File: src/rtl/lph_pkg.sv
// Shared types and constants for the linear probing hash table.
package lph_pkg;

    localparam int TABLE_SLOTS_DEF = 256;

    localparam int KEY_W  = 31;
    localparam int VAL_W  = 32;
    localparam int STAT_W = 2;
    localparam int WORD_W = 1 + KEY_W + VAL_W;

    localparam logic MODE_SET = 1'b0;
    localparam logic MODE_GET = 1'b1;

    localparam logic [STAT_W-1:0] STATUS_OK   = 2'd0;
    localparam logic [STAT_W-1:0] STATUS_MISS = 2'd1;
    localparam logic [STAT_W-1:0] STATUS_FULL = 2'd2;

    localparam logic [VAL_W-1:0] VAL_MISS = {VAL_W{1'b1}};

    typedef struct packed {
        logic load;
        logic issue;
        logic advance;
        logic finish;
        logic clear_step;
        logic out_load;
    } dp_cmd_t;

    typedef struct packed {
        logic home_ready;
        logic hit;
        logic sweep_end;
        logic idx_last;
    } dp_stat_t;

endpackage

File: src/rtl/lph_ctrl.sv
// Controller of the hash table: clearing pass, probe sequencing and output word register.
module lph_ctrl (
    input  logic              clk,
    input  logic              rst_n,
    input  logic              in_valid,
    output logic              in_ready,
    output logic              out_valid,
    input  logic              out_ready,
    output lph_pkg::dp_cmd_t  cmd,
    input  lph_pkg::dp_stat_t stat
);
    import lph_pkg::*;

    typedef enum logic [2:0] {
        S_CLEAR,
        S_IDLE,
        S_ISSUE,
        S_PROBE,
        S_RESULT
    } state_t;

    state_t state_reg, state_next;
    logic   out_valid_reg, out_valid_next;

    always_comb
    begin
        state_next     = state_reg;
        out_valid_next = out_valid_reg && !out_ready;
        cmd            = '0;
        case (state_reg)
            S_CLEAR:
            begin
                cmd.clear_step = 1'b1;
                if (stat.idx_last)
                begin
                    state_next = S_IDLE;
                end
            end
            S_IDLE:
            begin
                if (in_valid)
                begin
                    cmd.load   = 1'b1;
                    state_next = S_ISSUE;
                end
            end
            S_ISSUE:
            begin
                if (stat.home_ready)
                begin
                    cmd.issue  = 1'b1;
                    state_next = S_PROBE;
                end
            end
            S_PROBE:
            begin
                if (stat.hit || stat.sweep_end)
                begin
                    cmd.finish = 1'b1;
                    state_next = S_RESULT;
                end
                else
                begin
                    cmd.advance = 1'b1;
                end
            end
            S_RESULT:
            begin
                if (!out_valid_reg || out_ready)
                begin
                    cmd.out_load   = 1'b1;
                    out_valid_next = 1'b1;
                    state_next     = S_IDLE;
                end
            end
            default:
            begin
                state_next = S_IDLE;
            end
        endcase
    end

    always_ff @(posedge clk or negedge rst_n)
    begin
        if (!rst_n)
        begin
            state_reg     <= S_CLEAR;
            out_valid_reg <= 1'b0;
        end
        else
        begin
            state_reg     <= state_next;
            out_valid_reg <= out_valid_next;
        end
    end

    assign in_ready  = (state_reg == S_IDLE);
    assign out_valid = out_valid_reg;

`ifndef ASSERT_OFF
    a_accept_starts_probe: assert property (@(posedge clk) disable iff (!rst_n)
        (in_valid && in_ready) |=> (state_reg == S_ISSUE))
        else $error("accepted word did not start a probe");

    a_result_reaches_output: assert property (@(posedge clk) disable iff (!rst_n)
        cmd.out_load |=> out_valid_reg)
        else $error("result not presented after transfer");

    a_finish_exclusive: assert property (@(posedge clk) disable iff (!rst_n)
        !(cmd.finish && cmd.advance))
        else $error("probe both finished and advanced");
`endif

endmodule

File: config.mk
export PLATFORM = sky130hd
export DESIGN_NAME = lph_ctrl
export DESIGN_NICKNAME = d
export VERILOG_FILES = /design/src/rtl/lph_pkg.sv /design/src/rtl/lph_ctrl.sv
export SDC_FILE = /design/constraint.sdc
export NUM_CORES = 1
export LEC_CHECK = 0
export ABC_AREA = 1
export BUFFER_PORTS_ARGS = -buffer_cell sky130_fd_sc_hd__buf_4
export CAP_MARGIN = 15
export CORE_AREA = 8 8 45 47
export DETAILED_ROUTE_END_ITERATION = 8
export DIE_AREA = 0 0 53 55
export PLACE_DENSITY = 0.54
export SKIP_LAST_GASP = 1
export SLEW_MARGIN = 25
export SYNTH_ARGS = -nofsm -noshare
export SYNTH_HDL_FRONTEND = slang
export SYNTH_SLANG_ARGS = --single-unit
File: constraint.sdc
create_clock -name clk -period 2.8 [get_ports clk]
set_input_delay 0.14 -clock clk [delete_from_list [all_inputs] [get_ports clk]]
set_output_delay 0.14 -clock clk [all_outputs]
set_load 0.02 [all_outputs]
-- Word level (Yosys, flattened, before mapping)
Cells that the tools add are included.
- output and inout bits: 8
- logic and storage cells: 36
- bits in registers: 4
- multiplexer cells: 18
- reductions and logical operators: 7
- eq/ne operators: 9
- operator list (cell ; count):
    2-to-1 mux 3 bit ; 5
    one-hot mux 3 bit (5 select lines) ; 1
    2-to-1 mux 1 bit ; 11
    inequality test 2 bit, second input constant ; 5
    == test 3 x 2 -> 1 bit, second input constant ; 2
    AND reduction 5 bit ; 1
    == test 3 x 1 -> 1 bit, second input constant ; 1
    == test 3 bit, second input constant ; 1
    zero test 3 bit ; 1
    zero test 1 bit ; 2
    logical OR 1 bit ; 2
    2-to-1 mux 2 bit ; 1
    logical AND 1 bit ; 1

-- Depth between registers and ports, before layout
- depth after elaboration: 4
- depth in mapped cells: 8
- gate-level depth less buffers: 8

-- Worst setup path after synthesis
No wires, ideal clock.
- kind: flip-flop to output port
- start point: register state_reg[2]
- end point: output cmd[5] (netlist bit)
- arrival: 1.179 ns
- path slack: 1.481 ns
- cell stages (with the launch flop): 6
- path through: dfrtp_1 > inv_2 > nand2_2 > nor2_2 > inv_1 > nor2_1
- RTL lines (element ; RTL line ; source):
    from (decl) ; lph_ctrl.sv:22 ; state_t state_reg, state_next;
    from (signal assigned) ; lph_ctrl.sv:92 ; state_reg <= state_next;
    to (decl) ; lph_ctrl.sv:9 ; output lph_pkg::dp_cmd_t cmd,

==> impl_results.md <==
- CP Max Fanout: 6
- Synthesis-to-layout area growth: 54.77%
- DR iter-0 viols: 3
- Post-CTS sizing: 0
- Synth warnings: 0
- Hold Fails Final Rpt: 0
- Root Driver: clkbuf_4
- Period utilization: 49.91%
- Max Slew Vio Count: 0
- Die Span X: 53 um
- Crit path DAT: 1.26 ns
- Setup TNS: 0 ns
- Die area: 2915 um2
- Slowest cell delay on critical path: 0.44 ns
- Port bufs: 15
- Syn avg cell area: 6.282 um2
- # setup viols final: 0
- Leakage Power: 0.2858 nW
- Detail-routed via count per cell: 4.012
- Pwr Total: 479.7 uW
- Final Instance Area: 466.7 um2
- Final Critical Period: 1.398 ns
- CP max-delay cell: dfrtp_1
- Commonest non-fill, non-tap cells in the layout: 15 x buf_4, 9 x inv_1, 8 x nor2_1, 8 x nand2_1, 5 x nand3_1
- R2R depth: 6
- Levels on crit path: 6
- Syn_nets: 56
- CTS tree: done
- Multi-input logic area: 160.2 um2
- DRC Markers: 0
- Vias after detailed routing: 333
- Longest Clk Path Bufs: 2
- Drt first pass iters: 4
- Share of cells above drive strength 1: 38.81%
- Cell taking the most area after synthesis: dfrtp_1
- Cell Area, Synth: 301.5 um2
- Status: finished, final reports clean
- WP buf/inv: 3
- Seq/Total Area, Yosys: 33.20%
- Library cells used by synthesis: 13
- Largest register FFs: 3
- Ranking of synthesized cells by area: dfrtp_1 33%, inv_1 11%, nand2_1 10%, nor2_1 10%, nand3_1 8.3%
- Diode count: 0
- GRT overflow: 0
- Routed WL: 756 um
- Max-Cap Viols: 0
- Worst slew margin: 83.54%
- Worst-Margin Slew: 0.2468 ns
- Dpl cell area: 434.2 um2
- H-tree depth: 1
- Synthesized flop and latch total: 4
- Die H: 55 um
- DP HPWL: 620.6 um
- Top delay family on crit path: flip-flops
- Leading cell type in the layout, fill and taps excluded: buf_4
- Clock Skew: 0.007472 ns
- Vias in the first global route: 311
- Core area: 1384 um2
- CP Data Required Time: 2.66 ns
- Startpoint types: register
- Storage element area: 100.1 um2
- Clk Latency, worst-skew pair: 0.24 ns
- Clk pin slew, worst setup/hold paths: 0.04 ns
- HP Class: in2reg
- Io pins: 16
- Initial Utilization: 21.79%
- Initial antenna violation count: 0
- Max Fclk: 715.6 MHz
- Clock Sinks: 4
- Antenna Nets Post-Route: 0
- Syn Inst Count: 48
- Total CTS buffers: 3
- Drt wl/cell: 9.108 um
- RSZ-0062 raised after global routing: no
- Largest net degree at the start of global routing: 8
- CP Cell Sequence: inv_2 > nand2_2 > nor2_2 > inv_1 > nor2_1 > buf_4
- # rows: 14
- Setup Crit Path Kind: reg2out
- Total Routing Usage GR: 6.188%
- PD cells: 1028 nW/um2
- WHS Path Cells: 2
- Yosys top cell area share: 33.20%
- Global-route wire length before repair: 1.331 mm
- Critical Path Sink Type: output pin
- Final net count: 77
- Global placement routability congestion: 0.8029
- Fillers: 163
- Max VDD drop: 0.3249 mV
==> per-stage QoR <==
step | setup WS [ns] | hold WS, ns | instances | utilization [%]
after floorplan | 1.481 | -0.1556 | 48 | -
after global placement | 1.605 | -0.06316 | 79 | 31.37
after detailed placement | 1.632 | -0.06317 | 79 | 31.37
after CTS | 1.382 | 0.1150 | 83 | 33.73
after global routing | 1.288 | 0.1099 | 83 | 33.73
final | 1.402 | 0.1099 | 83 | 33.73
==> worst paths after layout <==
check	from	end	slack, ns
min in group asynchronous	rst_n	out_valid	0.24
worst max-delay path	state_reg[2]	cmd[5]	1.40
worst max register to register	state_reg[1]	state_reg[1]	1.62
max in group asynchronous	rst_n	state_reg[2]	2.45
worst min register to register	out_valid	out_valid	0.56
worst min-delay path	out_ready	out_valid	0.11
==> kinds of logic after synthesis <==
logic type	count (synthesis)	share of synthesized area [%]
flops	4	33.20
simple gates	29	44.81
buf+inv	11	13.69
compound gates	4	8.294
==> per-layer routing <==
layer	routed length (um)	part of all wire [%]	vias to the layer above	global-route usage, %
li1	-	-	182	-
met1	382	51	138	8.104
met2	308	41	13	7.031
met3	64	8.5	0	4.813
met4	0	0	0	2.586
met5	0	0	-	0
==> cell type report <==
| class | count | area share, % |
|---|---|---|
| clock buffers | 3 | 4.826 |
| inverters | 11 | 8.847 |
| multi-input cells | 33 | 34.32 |
| flip-flops and latches | 4 | 21.45 |
| well taps | 16 | 4.290 |
| repair buffers | 16 | 26.27 |
==> repair_timing <==
item	in CTS	in global routing
hold endpoints to repair	4	0
setup buffers	0	0
hold buffers	1	0
==> power by group <==
part	internal (mW)	leakage (nW)	switching (mW)
clock	0.0480	0.0138	0.0247
combinational	0.120	0.221	0.165
sequential	0.0832	0.0514	0.0386
total	0.251	0.286	0.229
==> Yosys cell counts <==
library cell  count
nand2_1           8
dfrtp_1           4
nand3b_1          1
nor3_1            1
nand3_1           5
nand2_2           3
o21bai_1          2
inv_2             2
nor2_1            8
inv_1             9
o21ai_0           1
nor2_2            3
o21ai_1           1
Power figures use the tool's default switching activity.
